==> src/hw/rtl/median_filter_3x3_cross_unit_assert.svh <==
// Assertion macros shared by the median filter RTL.
`ifndef MEDIAN_FILTER_3X3_CROSS_UNIT_ASSERT_SVH
`define MEDIAN_FILTER_3X3_CROSS_UNIT_ASSERT_SVH

`ifndef SYNTH
`define MF3X_ASSERT(lbl, expr) \
  lbl: assert property (@(posedge clk) disable iff (!rst_n) (expr)) \
    else $error("median filter check failed");
`define MF3X_ASSERT_IMP(lbl, ante, cons) \
  lbl: assert property (@(posedge clk) disable iff (!rst_n) (ante) |-> (cons)) \
    else $error("median filter check failed");
`define MF3X_ASSERT_NEXT(lbl, ante, cons) \
  lbl: assert property (@(posedge clk) disable iff (!rst_n) (ante) |=> (cons)) \
    else $error("median filter check failed");
`else
`define MF3X_ASSERT(lbl, expr)
`define MF3X_ASSERT_IMP(lbl, ante, cons)
`define MF3X_ASSERT_NEXT(lbl, ante, cons)
`endif

`endif

==> src/hw/rtl/mf3x_pkg.sv <==
`timescale 1ns / 1ps
`default_nettype none

package mf3x_pkg;

  localparam int PORT_BITS = 8;
  localparam int WIN_N     = 9;
  localparam int WIN_DIM   = 3;

  localparam logic [1:0] REG_WIDTH  = 2'd0;
  localparam logic [1:0] REG_HEIGHT = 2'd1;
  localparam logic [1:0] REG_MODE   = 2'd2;

  localparam logic ACT_FLUSH = 1'b1;
  localparam logic MODE_FULL = 1'b1;

  // Window index is row * 3 + column; the cross uses N, W, centre, E and S.
  localparam logic [WIN_N-1:0] CROSS_SET  = 9'b010111010;
  localparam logic [3:0]       RANK_CROSS = 4'd2;
  localparam logic [3:0]       RANK_FULL  = 4'd4;

  typedef struct packed {
    logic row_end;
    logic frame_end;
  } tag_t;

  typedef struct packed {
    logic top_zero;
    logic bottom_zero;
    logic left_zero;
    logic right_zero;
  } mask_t;

  typedef struct packed {
    logic [PORT_BITS-1:0] pixel;
    logic                 row_end;
    logic                 frame_end;
  } result_t;

endpackage

`default_nettype wire

==> src/hw/rtl/mf3x_median.sv <==
`timescale 1ns / 1ps
`default_nettype none

module mf3x_median #(
  parameter int PIXEL_BITS = 8
) (
  input  wire logic                  clk,
  input  wire logic                  rst_n,
  input  wire logic                  en,
  input  wire logic                  in_valid,
  input  wire logic [PIXEL_BITS-1:0] in_vals [mf3x_pkg::WIN_N],
  input  wire logic                  in_mode,
  input  wire mf3x_pkg::tag_t        in_tag,
  output logic                       out_valid,
  output mf3x_pkg::result_t          out_result
);

  `include "median_filter_3x3_cross_unit_assert.svh"

  localparam int N = mf3x_pkg::WIN_N;

  logic [N-1:0]          set_sel;
  logic [3:0]            rank_sel;
  logic [N-1:0]          lt [N];

  logic                  a_valid_r;
  logic [PIXEL_BITS-1:0] a_vals_r [N];
  logic [N-1:0]          a_lt_r [N];
  logic [N-1:0]          a_set_r;
  logic [3:0]            a_rank_r;
  mf3x_pkg::tag_t        a_tag_r;

  logic [N-1:0]          hit;
  logic [PIXEL_BITS-1:0] sel;
  mf3x_pkg::result_t     b_result_nxt;
  mf3x_pkg::result_t     b_result_r;
  logic                  b_valid_r;

  // Each value's rank is the number of set members below it, ties broken by index.
  always_comb begin
    set_sel  = (in_mode == mf3x_pkg::MODE_FULL) ? {N{1'b1}} : mf3x_pkg::CROSS_SET;
    rank_sel = (in_mode == mf3x_pkg::MODE_FULL) ? mf3x_pkg::RANK_FULL : mf3x_pkg::RANK_CROSS;
    for (int i = 0; i < N; i++) begin
      for (int j = 0; j < N; j++) begin
        lt[i][j] = set_sel[j] && ((in_vals[j] < in_vals[i]) ||
                   ((in_vals[j] == in_vals[i]) && (j < i)));
      end
    end
  end

  always_ff @(posedge clk) begin
    if (!rst_n) begin
      a_valid_r <= 1'b0;
    end else if (en) begin
      a_valid_r <= in_valid;
    end
  end

  always_ff @(posedge clk) begin
    if (en) begin
      a_vals_r <= in_vals;
      a_lt_r   <= lt;
      a_set_r  <= set_sel;
      a_rank_r <= rank_sel;
      a_tag_r  <= in_tag;
    end
  end

  always_comb begin
    sel = '0;
    for (int i = 0; i < N; i++) begin
      hit[i] = a_set_r[i] && (4'($countones(a_lt_r[i])) == a_rank_r);
      if (hit[i]) begin
        sel = sel | a_vals_r[i];
      end
    end
    b_result_nxt.pixel     = mf3x_pkg::PORT_BITS'(sel);
    b_result_nxt.row_end   = a_tag_r.row_end;
    b_result_nxt.frame_end = a_tag_r.frame_end;
  end

  always_ff @(posedge clk) begin
    if (!rst_n) begin
      b_valid_r <= 1'b0;
    end else if (en) begin
      b_valid_r <= a_valid_r;
    end
  end

  always_ff @(posedge clk) begin
    if (en) begin
      b_result_r <= b_result_nxt;
    end
  end

  assign out_valid  = b_valid_r;
  assign out_result = b_result_r;

  `MF3X_ASSERT_IMP(a_unique_rank, a_valid_r, $onehot(hit))

endmodule

`default_nettype wire

==> config.mk <==
export PLATFORM = sky130hd
export DESIGN_NAME = mf3x_median
export DESIGN_NICKNAME = d
export VERILOG_FILES = /design/src/hw/rtl/mf3x_pkg.sv /design/src/hw/rtl/mf3x_median.sv
export VERILOG_INCLUDE_DIRS = /design/src /design/src/hw/rtl
export SDC_FILE = /design/constraint.sdc
export NUM_CORES = 1
export LEC_CHECK = 0
export BUFFER_PORTS_ARGS = -buffer_cell sky130_fd_sc_hd__buf_2
export CELL_PAD_IN_SITES_DETAIL_PLACEMENT = 0
export CELL_PAD_IN_SITES_GLOBAL_PLACEMENT = 1
export CORE_MARGIN = 5
export CORE_UTILIZATION = 49
export DETAILED_ROUTE_END_ITERATION = 10
export PLACE_DENSITY = 0.8
export RECOVER_POWER = 50
export SETUP_SLACK_MARGIN = 0.3
export SYNTH_ARGS = -nofsm -noshare
export SYNTH_HDL_FRONTEND = slang
export SYNTH_SLANG_ARGS = --single-unit
==> constraint.sdc <==
create_clock -name clk -period 9.7 [get_ports clk]
set_input_delay 2.425 -clock clk [delete_from_list [all_inputs] [get_ports clk]]
set_output_delay 2.425 -clock clk [all_outputs]
set_load 0.02 [all_outputs]
Word level (Yosys, flattened, before mapping)
Index checks and enable logic that the tools add are counted.
{"block": "classes", "n_eq_ne": 45, "n_lt_le_gt_ge": 81, "n_mux": 11, "n_bitwise": 8, "n_reduce_logical": 126, "add_sub_neg": 72}
{"cell": "$lt A8 B8 Y1", "count": 81}
{"cell": "$eq A8 B8 Y1", "count": 36}
{"cell": "$logic_and A1 B1 Y1", "count": 90}
{"cell": "$add A1 B1 Y2", "count": 36}
{"cell": "$add A4 B4 Y4", "count": 18}
{"cell": "$mux W8", "count": 9}
{"cell": "$or A8 B8 Y8", "count": 8}
{"cell": "$add A4 B1 Y4", "count": 9}
{"cell": "$eq A4 B4 Y1", "count": 9}
{"cell": "$logic_or A1 B1 Y1", "count": 36}
{"cell": "$add A2 B2 Y3", "count": 6}
{"cell": "$add A3 B3 Y4", "count": 3}
{"cell": "$mux W9", "count": 1}
{"cell": "$mux W3", "count": 1}
{"block": "totals", "reg_bits": 180, "input_bits": 79, "elab_cells": 370}

Depth between registers and ports, before layout
{"block": "depth", "ltp_word": 23, "mapped_depth": 13, "ltp_nobuf": 13}

Least setup slack after synthesis
No wires, ideal clock.
{"block": "synth_timing", "path_type": "input-to-reg", "from": "input port in_vals[5] (netlist bit)", "to": "register a_lt_r[44] (netlist bit), data pin", "n_path_buf": 0, "arrival_time_ns": 3.594, "stages": 7, "setup_time_ns": 0.256, "required_time_ns": 9.444, "slack_ns": 5.850, "cell_sequence": "inv_1 ha_1 a21o_1 a21o_1 a21oi_1 nor3_1 a41o_1"}
{"element": "start, declared", "line_no": "mf3x_median.sv:11", "text": "input wire logic [PIXEL_BITS-1:0] in_vals [mf3x_pkg::WIN_N],"}
{"element": "end signal, assigned", "line_no": "mf3x_median.sv:62", "text": "a_lt_r <= lt;"}
{"element": "end, declared", "line_no": "mf3x_median.sv:28", "text": "logic [N-1:0] a_lt_r [N];"}

==> impl_results.md <==
* Post-CTS setup buffer count at 0
* Routed WL at 40810 µm
* Final setup vio count at 0
* N_diodes at 0
* Row Count at 61
* Post-synth EDFFs at around 160
* Total Routing Usage GR at 0.2625
* CTS Buffer Depth at 2
* Vias per inst at just under 6
* Pins over their slew limit at 0
* Clock buffer count from CTS at 17
* CP Capture Type: register
* Io pins at 90
* Power Dens Cells at approximately 170 nW/µm²
* I/O Buffers at 89
* GPL Wtd Cong at 0.9324
* Starting DRC count in detailed routing at between 900 and 1000
* Via count of the first global-routing pass at 9936
* Achievable Freq at ~0.23 GHz
* Initial core utilization at 0.4960
* Post-CTS Resized at 0
* Finished Cell Area at approximately 15000 µm²
* Post-route antenna net violation count at 0
* Largest net degree at the start of global routing at 105
* Post-place instance area at roughly 15000 µm²
* DRT Pass-1 Iters at 7
* Initial antenna violation count at 1
* CP required at 9980 ps
* Most common cell after layout, fill and taps aside: ha_1
* Synthesized instance count at between 1000 and 1500
* Period utilization at 0.4554
* Flops & latches, synth at 160
* Fin cells at between 1500 and 2000
* Clk_skew at about 17 ps
* Outcome: finished clean
* Post-route minimum period at 4418 ps
* Setup tns final at 0 ps
* Die area at between 30000 and 40000 µm²
* Layout area overhead at 10.70%
* Remaining DRCs at 0
* Syn Nets at 1671
* Width of the die at roughly 180 µm
* Root buf cell: clkbuf_16
* Max FO, Critical Path at 20
* Vias at 10168
* CP Launch Type: input port
* Max cap viols at 0
* Yosys warns at 0
* Slew @ Worst Pin at around 1200 ps
* Cell taking the most area after synthesis: edfxtp_1
* # H-tree levels at 4
* Main area contributors after synthesis: edfxtp_1 (35%), ha_1 (30%), fa_1 (5.4%), inv_1 (3.1%), a21oi_1 (2.9%)
* Core Area at between 20000 and 30000 µm²
* Syn Std Cell Area at approximately 14000 µm²
* Slew margin rel. at 0.2240
* Grt total ovfl at 0
* Fraction of final layout cells with drive strength greater than 1 at 0.04478
* WL per Instance at around 24 µm
* P_leak at ~0.0070 µW
* Sequential share of the synthesized area at 0.3482
* First-pass GRT wire length at 60950 µm
* Final hold violations at 0
* Hold WC Path Type: register to register
* Dpl cells at between 1500 and 2000
* Asr flop ratio synth at 0
* DP HPWL at 31460 µm
* Max VDD drop at between 100 and 150 µV
* Top FF cell, synth: edfxtp_1
* Clock latency on the worst-skew pair at 440 ps
* Fin nets at 1776
* WP data arrival at 4700 ps
* Commonest non-fill, non-tap cells in the layout: ha_1 (333), edfxtp_1 (158), inv_1 (112), a21oi_1 (80), clkbuf_1 (72)
* Number of clock sinks at 160
* Synth top area share at 0.3453
* Unrepaired setup endpoints after global routing: no
* Clk slew on worst S/H paths at 80 ps
* CP Class: input port to register
* CTS tree: built
* Post-CTS Hold Buffers at 0
* Avg Cell Area, Syn at ~11 µm²
* Die height at ~180 µm
* Synth cell types at between 40 and 50
-- registers in the layout (all words and copies together), names as in the netlist --
register and cells:
out_result 10, a_vals_r 72, a_lt_r 72, a_tag_r 2, a_rank_r 1, a_valid_r 1, a_set_r 1, out_valid 1
-- through the flow --
| stage | hold WS, ps | power [µW] | util | setup WS, ps |
|---|---|---|---|---|
| 2_1_floorplan | 400.3 | 1569 | - | 5850 |
| 3_3_place_gp | 401.7 | 1925 | 0.5301 | 5310 |
| 3_5_place_dp | 411.4 | 1958 | 0.5301 | 5346 |
| 4_1_cts | 424.4 | 2653 | 0.5523 | 5457 |
| 5_1_grt | 441.1 | 2806 | 0.5490 | 5138 |
| 6_report | 419.9 | 2642 | 0.5490 | 5282 |
-- worst paths after layout --
kind,from,to,slack (ps),cells after the start
hold / removal,a_tag_r[0],out_result[0],420,0
setup / recovery,in_mode,a_lt_r[35],5280,5
setup reg to reg,a_lt_r[70],out_result[4],5490,13
hold reg to reg,a_tag_r[0],out_result[0],420,0
-- worst max-delay path, stage by stage --
cell and delay (ps):
clkbuf_1 830, clkinv_1 590, buf_4 390, nor3_1 250
a41o_1 190
-- logic make-up (layout without fill, tap and decap cells) --
logic type / count (synthesis) / in the layout / synth area share
xor gates and xnor gates: 14 / 14 / 0.008924
and+or+nand+nor: 274 / 274 / 0.1153
other: 1 / 1 / 0.0002729
buffers and inverters: 119 / 237 / 0.03342
adders and majority gates: 370 / 370 / 0.3571
DFF: 160 / 160 / 0.3482
AOI/OAI and AO/OA: 270 / 270 / 0.1266
muxes: 14 / 14 / 0.01020
-- cells in the mapped netlist (2+ instances only) --
library cell  number
o22ai_1            8
o21ai_0           50
ha_1             333
a31oi_1            6
edfxtp_1         158
dfxtp_1            2
nor4_2             5
nand2_1           39
a21o_1            49
fa_1              37
o32ai_1            4
nor2b_1           37
o21a_1            17
nand2b_1          26
clkbuf_1           3
and4_1            16
nand3_1            7
and3_1             8
a222oi_1           8
and2_1            10
nor4b_4            2
o22a_1            12
a211oi_1           5
nand4_1           58
nand3b_1           4
nor3_1             7
inv_1            112
a22oi_1           24
a21oi_1           80
a41o_1             6
xor2_1            13
mux2i_1           14
nor2_1            53
-- layout make-up --
cell class              instances  area (µm²)
repair buffers                 92       384.1
fillers                      2400       12490
clock buffers                  17       425.4
multi-input cells             943        8532
well taps                     378       473.0
flip-flops and latches        160        4785
inverters                     113       424.2
clock inverters                15       187.7
-- report_power, final --
part	switching, µW	total, µW	internal [µW]
Clock	352	703	351
Combinational	635	1040	402
Sequential	32.3	902	870
Total	1020	2640	1620
-- metal layers --
metal / up-vias / part of all wire / GRT usage
met5: - / 0.00032 / 0
met4: 2 / 0.019 / 0.06897
met3: 42 / 0.066 / 0.03600
met2: 338 / 0.45 / 0.4183
met1: 4916 / 0.46 / 0.3781
li1: 4870 / - / -
Power figures use the tool's default switching activity.
