**src/hw/rtl/median_filter_3x3_cross_unit_assert.svh**
```systemverilog
// Assertion macros shared by the median filter RTL.
`ifndef MEDIAN_FILTER_3X3_CROSS_UNIT_ASSERT_SVH
`define MEDIAN_FILTER_3X3_CROSS_UNIT_ASSERT_SVH

`ifndef SYNTH
`define MF3X_ASSERT(lbl, expr) \
  lbl: assert property (@(posedge clk) disable iff (!rst_n) (expr)) \
    else $error("median filter check failed");
`define MF3X_ASSERT_IMP(lbl, ante, cons) \
  lbl: assert property (@(posedge clk) disable iff (!rst_n) (ante) |-> (cons)) \
    else $error("median filter check failed");
`define MF3X_ASSERT_NEXT(lbl, ante, cons) \
  lbl: assert property (@(posedge clk) disable iff (!rst_n) (ante) |=> (cons)) \
    else $error("median filter check failed");
`else
`define MF3X_ASSERT(lbl, expr)
`define MF3X_ASSERT_IMP(lbl, ante, cons)
`define MF3X_ASSERT_NEXT(lbl, ante, cons)
`endif

`endif

```
**src/hw/rtl/mf3x_pkg.sv**
```systemverilog
`timescale 1ns / 1ps
`default_nettype none

package mf3x_pkg;

  localparam int PORT_BITS = 8;
  localparam int WIN_N     = 9;
  localparam int WIN_DIM   = 3;

  localparam logic [1:0] REG_WIDTH  = 2'd0;
  localparam logic [1:0] REG_HEIGHT = 2'd1;
  localparam logic [1:0] REG_MODE   = 2'd2;

  localparam logic ACT_FLUSH = 1'b1;
  localparam logic MODE_FULL = 1'b1;

  // Window index is row * 3 + column; the cross uses N, W, centre, E and S.
  localparam logic [WIN_N-1:0] CROSS_SET  = 9'b010111010;
  localparam logic [3:0]       RANK_CROSS = 4'd2;
  localparam logic [3:0]       RANK_FULL  = 4'd4;

  typedef struct packed {
    logic row_end;
    logic frame_end;
  } tag_t;

  typedef struct packed {
    logic top_zero;
    logic bottom_zero;
    logic left_zero;
    logic right_zero;
  } mask_t;

  typedef struct packed {
    logic [PORT_BITS-1:0] pixel;
    logic                 row_end;
    logic                 frame_end;
  } result_t;

endpackage

`default_nettype wire

```
**src/hw/rtl/mf3x_outq.sv**
```systemverilog
`timescale 1ns / 1ps
`default_nettype none

module mf3x_outq (
  input  wire logic              clk,
  input  wire logic              rst_n,
  input  wire logic              push,
  input  wire mf3x_pkg::result_t push_data,
  output logic                   full,
  output logic                   out_valid,
  input  wire logic              out_ready,
  output mf3x_pkg::result_t      out_data
);

  logic [1:0]        count_r;
  logic [1:0]        count_nxt;
  mf3x_pkg::result_t slot0_r;
  mf3x_pkg::result_t slot0_nxt;
  mf3x_pkg::result_t slot1_r;
  mf3x_pkg::result_t slot1_nxt;
  logic              pop;

  assign pop = out_valid && out_ready;

  always_comb begin
    count_nxt = count_r;
    slot0_nxt = slot0_r;
    slot1_nxt = slot1_r;
    case ({push, pop})
      2'b10: begin
        count_nxt = count_r + 2'd1;
        if (count_r == 2'd0) begin
          slot0_nxt = push_data;
        end else begin
          slot1_nxt = push_data;
        end
      end
      2'b01: begin
        count_nxt = count_r - 2'd1;
        slot0_nxt = slot1_r;
      end
      2'b11: begin
        if (count_r == 2'd1) begin
          slot0_nxt = push_data;
        end else begin
          slot0_nxt = slot1_r;
          slot1_nxt = push_data;
        end
      end
      default: begin
      end
    endcase
  end

  always_ff @(posedge clk) begin
    if (!rst_n) begin
      count_r <= 2'd0;
    end else begin
      count_r <= count_nxt;
    end
  end

  always_ff @(posedge clk) begin
    slot0_r <= slot0_nxt;
    slot1_r <= slot1_nxt;
  end

  assign full      = (count_r == 2'd2);
  assign out_valid = (count_r != 2'd0);
  assign out_data  = slot0_r;

endmodule

`default_nettype wire

```
**config.mk**
```make
export PLATFORM = sky130hd
export DESIGN_NAME = mf3x_outq
export DESIGN_NICKNAME = d
export VERILOG_FILES = /design/src/hw/rtl/median_filter_3x3_cross_unit_assert.svh /design/src/hw/rtl/mf3x_pkg.sv /design/src/hw/rtl/mf3x_outq.sv
export SDC_FILE = /design/constraint.sdc
export NUM_CORES = 1
export LEC_CHECK = 0
export ABC_CLOCK_PERIOD_IN_PS = 3340
export BUFFER_PORTS_ARGS = -buffer_cell sky130_fd_sc_hd__buf_2
export CORE_ASPECT_RATIO = 1.1
export CORE_MARGIN = 8
export CORE_UTILIZATION = 30
export DETAILED_ROUTE_END_ITERATION = 16
export PLACE_DENSITY = 0.56
export REMOVE_ABC_BUFFERS = 1
export SLEW_MARGIN = 20
export SYNTH_ARGS = -nofsm -noshare
export SYNTH_HDL_FRONTEND = slang
export SYNTH_SLANG_ARGS = --single-unit
```
**constraint.sdc**
```tcl
create_clock -name clk -period 3.34 [get_ports clk]
set_input_delay 0.501 -clock clk [delete_from_list [all_inputs] [get_ports clk]]
set_output_delay 0.501 -clock clk [all_outputs]
set_load 0.05 [all_outputs]
```
After elaboration in Yosys (flattened, before gate mapping)
Index checks and enable logic that the tools add are counted.
{"block": "totals", "regBits": 22}
{"block": "classes", "n_eq_ne": 8, "n_reduce_logical": 8, "muxes": 7, "n_addsub": 2}
{"operator": "10-bit two-way mux", "count": 4}
{"operator": "10-bit one-hot mux with 3 select lines", "count": 1}
{"operator": "10-bit one-hot mux with 2 select lines", "count": 1}
{"operator": "2-bit == test, second input constant", "count": 3}
{"operator": "2-bit != test, second input constant", "count": 3}
{"operator": "2-bit nonzero test", "count": 3}
{"operator": "2-bit by 1-bit == test with 1-bit output, second input constant", "count": 2}
{"operator": "2-bit one-hot mux with 2 select lines", "count": 1}
{"operator": "3-bit AND reduction", "count": 1}
{"operator": "3-bit nonzero test", "count": 1}
{"operator": "2-bit by 1-bit adder with 2-bit output, second input constant", "count": 1}
{"operator": "2-bit logical NOT", "count": 1}
{"operator": "2-bit AND reduction", "count": 1}
{"operator": "2-bit by 1-bit subtractor with 2-bit output, second input constant", "count": 1}
{"operator": "1-bit logical AND", "count": 1}

Logic depth before layout (Yosys ltp)
Gate-level depths: netlist (run 1).
{"block": "depth", "word_depth": 5, "mapped_depth": 7, "depth_no_buf": 7}

Least setup slack after synthesis (run 1)
Ideal clock, no wire load.
{"block": "synth_timing", "kind": "reg-to-reg", "start": "register count_r[0]", "end": "register slot1_r[0] in the netlist's numbering, enable pin", "setup_ns": 0.380, "synth_period_minus_slack_ns": 2.104, "t_arrival_ns": 1.724, "n_path_buf": 0, "path_slack_ns": 1.236, "path_stages_with_launch": 7, "path_cell_list": "dfxtp_1 -> inv_1 -> ha_1 -> nor2b_1 -> ha_1 -> o21ai_0 -> a21oi_1"}
{"block": "synth_via", "elab_chain_cells": 5, "word_cells_on_any_way": 10}
{"element": "from (decl)", "line_no": "mf3x_outq.sv:15", "source": "logic [1:0] count_r;"}
{"element": "from (signal assigned)", "line_no": "mf3x_outq.sv:59", "source": "count_r <= count_nxt;"}
{"element": "2-bit nonzero test", "line_no": "mf3x_outq.sv:69", "source": "assign out_valid = (count_r != 2'd0);"}
{"element": "1-bit logical AND", "line_no": "mf3x_outq.sv:23", "source": "assign pop = out_valid && out_ready;"}
{"element": "2-bit == test", "line_no": "mf3x_outq.sv:29", "source": "case ({push, pop})"}
{"element": "2-bit != test (no line) / 2-bit nonzero test (equally long branches)"}
{"element": "3-bit AND reduction (no line) *"}
{"element": "to (signal assigned)", "line_no": "mf3x_outq.sv:65", "source": "slot1_r <= slot1_nxt;"}
{"element": "to (decl)", "line_no": "mf3x_outq.sv:19", "source": "mf3x_pkg::result_t slot1_r;"}
Every way passes the cells marked *; elsewhere a longest branch is shown, timed or not.
A chain may end at the register's enable or synchronous reset.

Worst setup path in the final report (run 1)
{"block": "layout_timing", "start": "register count_r[0]", "end": "register slot1_r[2] in the netlist's numbering, enable pin"}
Same word-level chain as after synthesis.

==> key figures, run 1 <==
Cells and area
  • Layout area overhead: 20.57%
  • Share of layout cells above drive strength 1: between 30% and 40%
  • Final nets: between 100 and 150
  • Antenna Cells: 0

CTS
  • Sink Count: 22
  • CTS tree: built
  • Clk Latency, worst-skew pair: about 0.26 ns
  • H-Tree Depth: 1
  • CTS max path bufs: 2
  • Worst-path clk slew: about 0.080 ns
  • Hold_buf cts: 0
  • Post-CTS setup buffers: 0
  • Cts bufs inserted: 3
  • Post-CTS sizing: 0
  • Clk root buf: clkbuf_8

Synth
  • Gate Count Post-Synth: a little over 90
  • Post-synth ARST share: 0%
  • Seq/Total Area, Yosys: a little under three fifths
  • Largest family of logic cells by synthesized area: multiplexers
  • Compound-Gate Fraction of Synth Area: approximately a tenth
  • Post-synthesis xor/xnor area fraction: 0.7617%
  • Cell area after synthesis: 0.001150 sq mm
  • Flip-flop and latch count after synthesis: 22
  • Count leader, synth: nand2_1
  • Synth Warn #: 0
  • Synth top area cells: edfxtp_1 52%, mux2_4 10%, ha_1 8.7%
  • Multiplexer share of the synthesized area: 12.40%
  • Synth area leader: edfxtp_1
  • Post-synth cell types: 18
  • EDFF count, synth: 20
  • Top cells by count, synth: 22 x nand2_1, 20 x edfxtp_1, 10 x a22oi_1
  • Main synth FF type: edfxtp_1
  • Area fraction of the dominant cell type after synthesis: between 50% and 60%
  • Fraction of the mapped netlist area in adder cells: slightly below 9%
  • Avg Cell Area, Syn: between 10 and 15 sq um
  • Post-synthesis simple-gate area fraction: 9.249%

GRT
  • Number of global-route vias before repair: around 830
  • Initial antenna violation count: 0
  • Overflow after GRT: 0
  • First-pass GRT wire length: around 3800 microns
  • Gr usage total: around 8.0%
  • Largest net degree at the start of global routing: 14

Detailed routing
  • Drc violations: 0
  • Vias per cell: approximately 4.6
  • DRT Wirelength: roughly 2400 microns
  • DRT iter0 DRCs: between 60 and 70
  • First-pass iteration count of the detailed router: 4
  • WL/cell: 13.93 microns
  • DRT antenna net count: 0
  • Total vias in the final route: 790

Timing
  • Period utilization: about two thirds
  • RSZ-0062 raised after global routing: no
  • Minimum clock period: 2.266 ns
  • Final hold violations: 0
  • Clk_skew: 0.006889 ns
  • Worst Slack Setup Final: between 1 and 1.5 ns
  • Pins Over Slew Limit: 0
  • Rel. slew slack: about 62%
  • Setup TNS Final: 0 ns
  • Worst slew pin tran: 0.5625 ns
  • Max Clk Rate: roughly 440 MHz
  • Setup violators final: 0

Power
  • Leakage: between 0.0006 and 0.0007 uW
  • Pwr Total: roughly 1100 uW
  • Worst vdd ir: 0.0003004 V
  • Power density over cell area: ~760 mW/mm^2

Placement
  • I/O Buffers: 25
  • DP HPWL: ~1800 microns
  • Pre-CTS setup slack: approximately 1.1 ns
  • GP Congestion: 0.6757

Critical path
  • Critical Path Start Type: flop
  • Critical path class: reg2reg
  • CP max FO: 13
  • Crit end category: flop
  • Worst Path Required: about 3.3 ns
  • Arrival @ worst endpoint: 2.23 ns
  • R2R Path Start: count_r[0]
  • Worst Setup SP: count_r[0]

Hold path
  • Hold Path Class: in2reg
  • Min-delay src: push_data[9]

Status
  • Status: completed

Die
  • Core area: around 0.0037 sq mm
  • Die height: about 81 microns
  • Row cnt: 23
  • Die Wd: roughly 75 microns
  • # IOs: 26
  • Die ar.: 0.006072 sq mm
  • Initial core utilization: between 30% and 40%

Flow run
  • Max-cap violations: 0
path summary, 6_finish.rpt:
path / slack (ns) / cells past startpoint / endpoint
worst min-delay path: 0.45 / 1 / slot1_r[9]
worst max register to register: 1.07 / 7 / slot1_r[2]
worst max-delay path: 1.07 / 7 / slot1_r[2]
worst min register to register: 0.52 / 2 / count_r[0]
layout make-up:
type / count / area, sq um
sequential: 22 / 640.6
multi-input combinational: 61 / 465.4
clock buffer: 4 / 55.05
tap: 50 / 62.56
timing repair buffer: 27 / 140.1
inverter: 6 / 22.52
fill: 380 / 2268
per-stage QoR:
| stage | hold slack [ns] | cell area (sq um) | util, % | std cells |
|---|---|---|---|---|
| after floorplan | 0.4845 | 1129 | - | 89 |
| final | 0.4538 | 1386 | 37.93 | 170 |
| after global placement | 0.4999 | 1331 | 36.43 | 166 |
| after detailed placement | 0.5173 | 1331 | 36.43 | 166 |
| after global routing | 0.4492 | 1386 | 37.93 | 170 |
| after CTS | 0.4452 | 1386 | 37.93 | 170 |
logic make-up (layout without fill, tap and decap cells):
logic type / count (synthesis) / after routing
compound gates: 16 / 16
simple gates: 26 / 26
mux: 10 / 10
buf+inv: 9 / 37
flops: 22 / 22
fa+ha+maj: 8 / 8
xor+xnor: 1 / 1
cell usage in the layout, fill, tap and decap left out:
master    instances
nand3_1           1
mux2_2            2
nand2b_1          1
nor2_2            1
edfxtp_1         20
mux2_4            8
a22oi_1          10
inv_1             6
nand2_1          22
buf_2            25
o21ai_0           3
a21oi_1           2
a21boi_0          1
xnor2_1           1
dfxtp_1           2
buf_4             2
clkbuf_8          4
nor2b_1           1
ha_1              8
routing by layer:
layer  wire (microns)  up-vias  track usage, %
met5                0        -               0
met1              957      384           8.503
met2             1240       21           14.19
li1                 -      383               -
met4               36        0           4.314
met3              134        2           1.601
critical path, cell delays in order, from the launching register on:
cell     delay (ns)
dfxtp_1        0.38
inv_1          0.10
ha_1           0.24
nor2b_1        0.26
ha_1           0.51
o21ai_0        0.13
a21oi_1        0.14
buf_4          0.21
state kept, by name, summed over array words and instances, names as in the netlist:
signal    flops
count_r       2
out_data     10
slot1_r      10
report_power, final:
part           total (uW)  internal, uW  switching [uW]
Sequential            414           391            23.4
Combinational         456           144             312
Clock                 187           105            81.7
Total                1060           640             417
(Power assumes the default switching activity.)
==> run 2: changes to the inputs <==
- ABC_CLOCK_PERIOD_IN_PS: 3340 -> 2220
- clock period: 3.34 -> 2.22 ns (I/O delays scaled with it)
==> key figures, run 2 (same netlist as run 1, synthesis figures left out) <==
Timing
  • Pins Over Slew Limit: 0
  • RSZ-0062 raised after global routing: no
  • Hold WS: 0.2788 ns
  • Max Clk Rate: approximately 490 MHz
  • Period utilization: between 90% and 100%
  • Setup violators final: 0
  • Clk_skew: about 0.0025 ns
  • Minimum clock period: ~2.0 ns
  • Worst slew pin tran: ~0.54 ns
  • Final hold violations: 0
  • Rel. slew slack: a little under two thirds

Hold path
  • Hold Path Class: in2reg
  • Hold endpoint: slot1_r[0]
  • Min-delay src: push_data[0]
  • Hold path depth: 1

Placement
  • GP Congestion: approximately 0.66
  • Placed cell area: about 0.0013 sq mm
  • I/O Buffers: 25
  • DP HPWL: approximately 1900 microns

Critical path
  • Worst Path Required: ~2.2 ns
  • CP max FO: 10
  • Arrival @ worst endpoint: around 2 ns
  • Critical path class: reg2reg
  • Crit end category: flop
  • FF-to-FF End: slot1_r[6]
  • Flop-to-flop setup slack: ~0.18 ns
  • Critical Path Start Type: flop
  • Reg2Reg Depth: 7
  • R2R Path Start: count_r[0]

Cells and area
  • Share of layout cells above drive strength 1: a little over a third
  • Final nets: ~150
  • Filler cell count: about 360
  • Antenna Cells: 0
  • Layout area overhead: 23.29%
  • Commonest non-fill, non-tap cells in the layout: 25 x buf_2, 22 x nand2_1, 20 x edfxtp_1
  • Commonest non-fill, non-tap cell in the layout: buf_2
  • Final Cell Area: around 0.0014 sq mm

CTS
  • Cts bufs inserted: 3
  • Clk root buf: clkbuf_8
  • Clk Latency, worst-skew pair: about 0.26 ns
  • CTS max path bufs: 2
  • Post-CTS setup buffers: 0
  • H-Tree Depth: 1
  • Post-CTS sizing: 0
  • Hold_buf cts: 0
  • CTS tree: built
  • Worst-path clk slew: 0.07 ns
  • Sink Count: 22

Die
  • Die height: 80.93 microns
  • Die Wd: approximately 75 microns
  • Core area: approximately 0.0037 sq mm
  • Die ar.: slightly above 0.006 sq mm
  • Initial core utilization: approximately a third
  • Row cnt: 23
  • # IOs: 26

Detailed routing
  • First-pass iteration count of the detailed router: 4
  • DRT iter0 DRCs: 61
  • Total vias in the final route: 772
  • WL/cell: about 14 microns
  • Drc violations: 0
  • DRT Wirelength: about 2400 microns
  • Vias per cell: around 4.5
  • DRT antenna net count: 0

Status
  • Status: completed

Power
  • Power density over cell area: ~1200 mW/mm^2
  • Leakage: 0.0006206 uW
  • Worst vdd ir: 0.0003829 V

GRT
  • Overflow after GRT: 0
  • Initial antenna violation count: 0
  • First-pass GRT wire length: around 3800 microns
  • Number of global-route vias before repair: just over 800
  • Gr usage total: under 10%
  • Largest net degree at the start of global routing: 14

Flow run
  • Max-cap violations: 0
## run 2: changes by cell type in the layout (fill, tap and decap cells not counted), sizes merged
cell    delta
clkbuf     -1
buf        +2
bufinv     +1
## run 2: worst max path at each step
stage	start	endpoint	slack, ns	depth (start not counted)
2_1_floorplan	count_r[0]	slot1_r[0]	-0.07	6
3_3_place_gp	count_r[0]	slot1_r[2]	0.29	7
3_5_place_dp	count_r[0]	slot1_r[2]	0.15	7
4_1_cts	count_r[0]	slot1_r[1]	0.14	7
5_1_grt	count_r[0]	slot1_r[6]	0.03	7
6_report	count_r[0]	slot1_r[6]	0.18	7
## run 2: layer usage
layer	part of all wire, %	global-route usage [%]	vias up	wire length, microns
li1	-	-	386	-
met1	41	9.031	361	964
met2	52	14.71	23	1233
met3	5.7	2.340	2	136
met4	1.5	3.529	0	36
met5	0	0	-	0
## run 2: per-stage QoR
| stage | setup TNS [ns] | util (%) | power (uW) | std cells | setup WS, ns |
|---|---|---|---|---|---|
| 2_1_floorplan | -0.7241 | - | 1160 | 89 | -0.07241 |
| 3_3_place_gp | 0 | 36.84 | 1310 | 168 | 0.2932 |
| 3_5_place_dp | 0 | 36.84 | 1331 | 168 | 0.1515 |
| 4_1_cts | 0 | 38.79 | 1701 | 172 | 0.1428 |
| 5_1_grt | 0 | 38.79 | 1778 | 172 | 0.02918 |
| 6_report | 0 | 38.79 | 1676 | 172 | 0.1788 |
## run 2: cell type report
type	count	area (sq um)	area share (%)
well taps	50	62.56	4.413
clock inverters	1	30.03	2.118
inverters	6	22.52	1.589
repair buffers	29	155.1	10.94
clock buffers	3	41.29	2.913
multi-input cells	61	465.4	32.83
flip-flops and latches	22	640.6	45.19
## run 2: report_power, final
| part | switching (uW) | internal, uW |
|---|---|---|
| clock | 125 | 241 |
| sequential | 36.0 | 588 |
| combinational | 466 | 221 |
## run 2: worst max-delay path, stage by stage, from the launching register on
cell	delay [ns]
dfxtp_1	0.38
inv_1	0.09
ha_1	0.23
nor2b_1	0.26
ha_1	0.35
o21ai_0	0.11
a21oi_1	0.12
buf_4	0.20
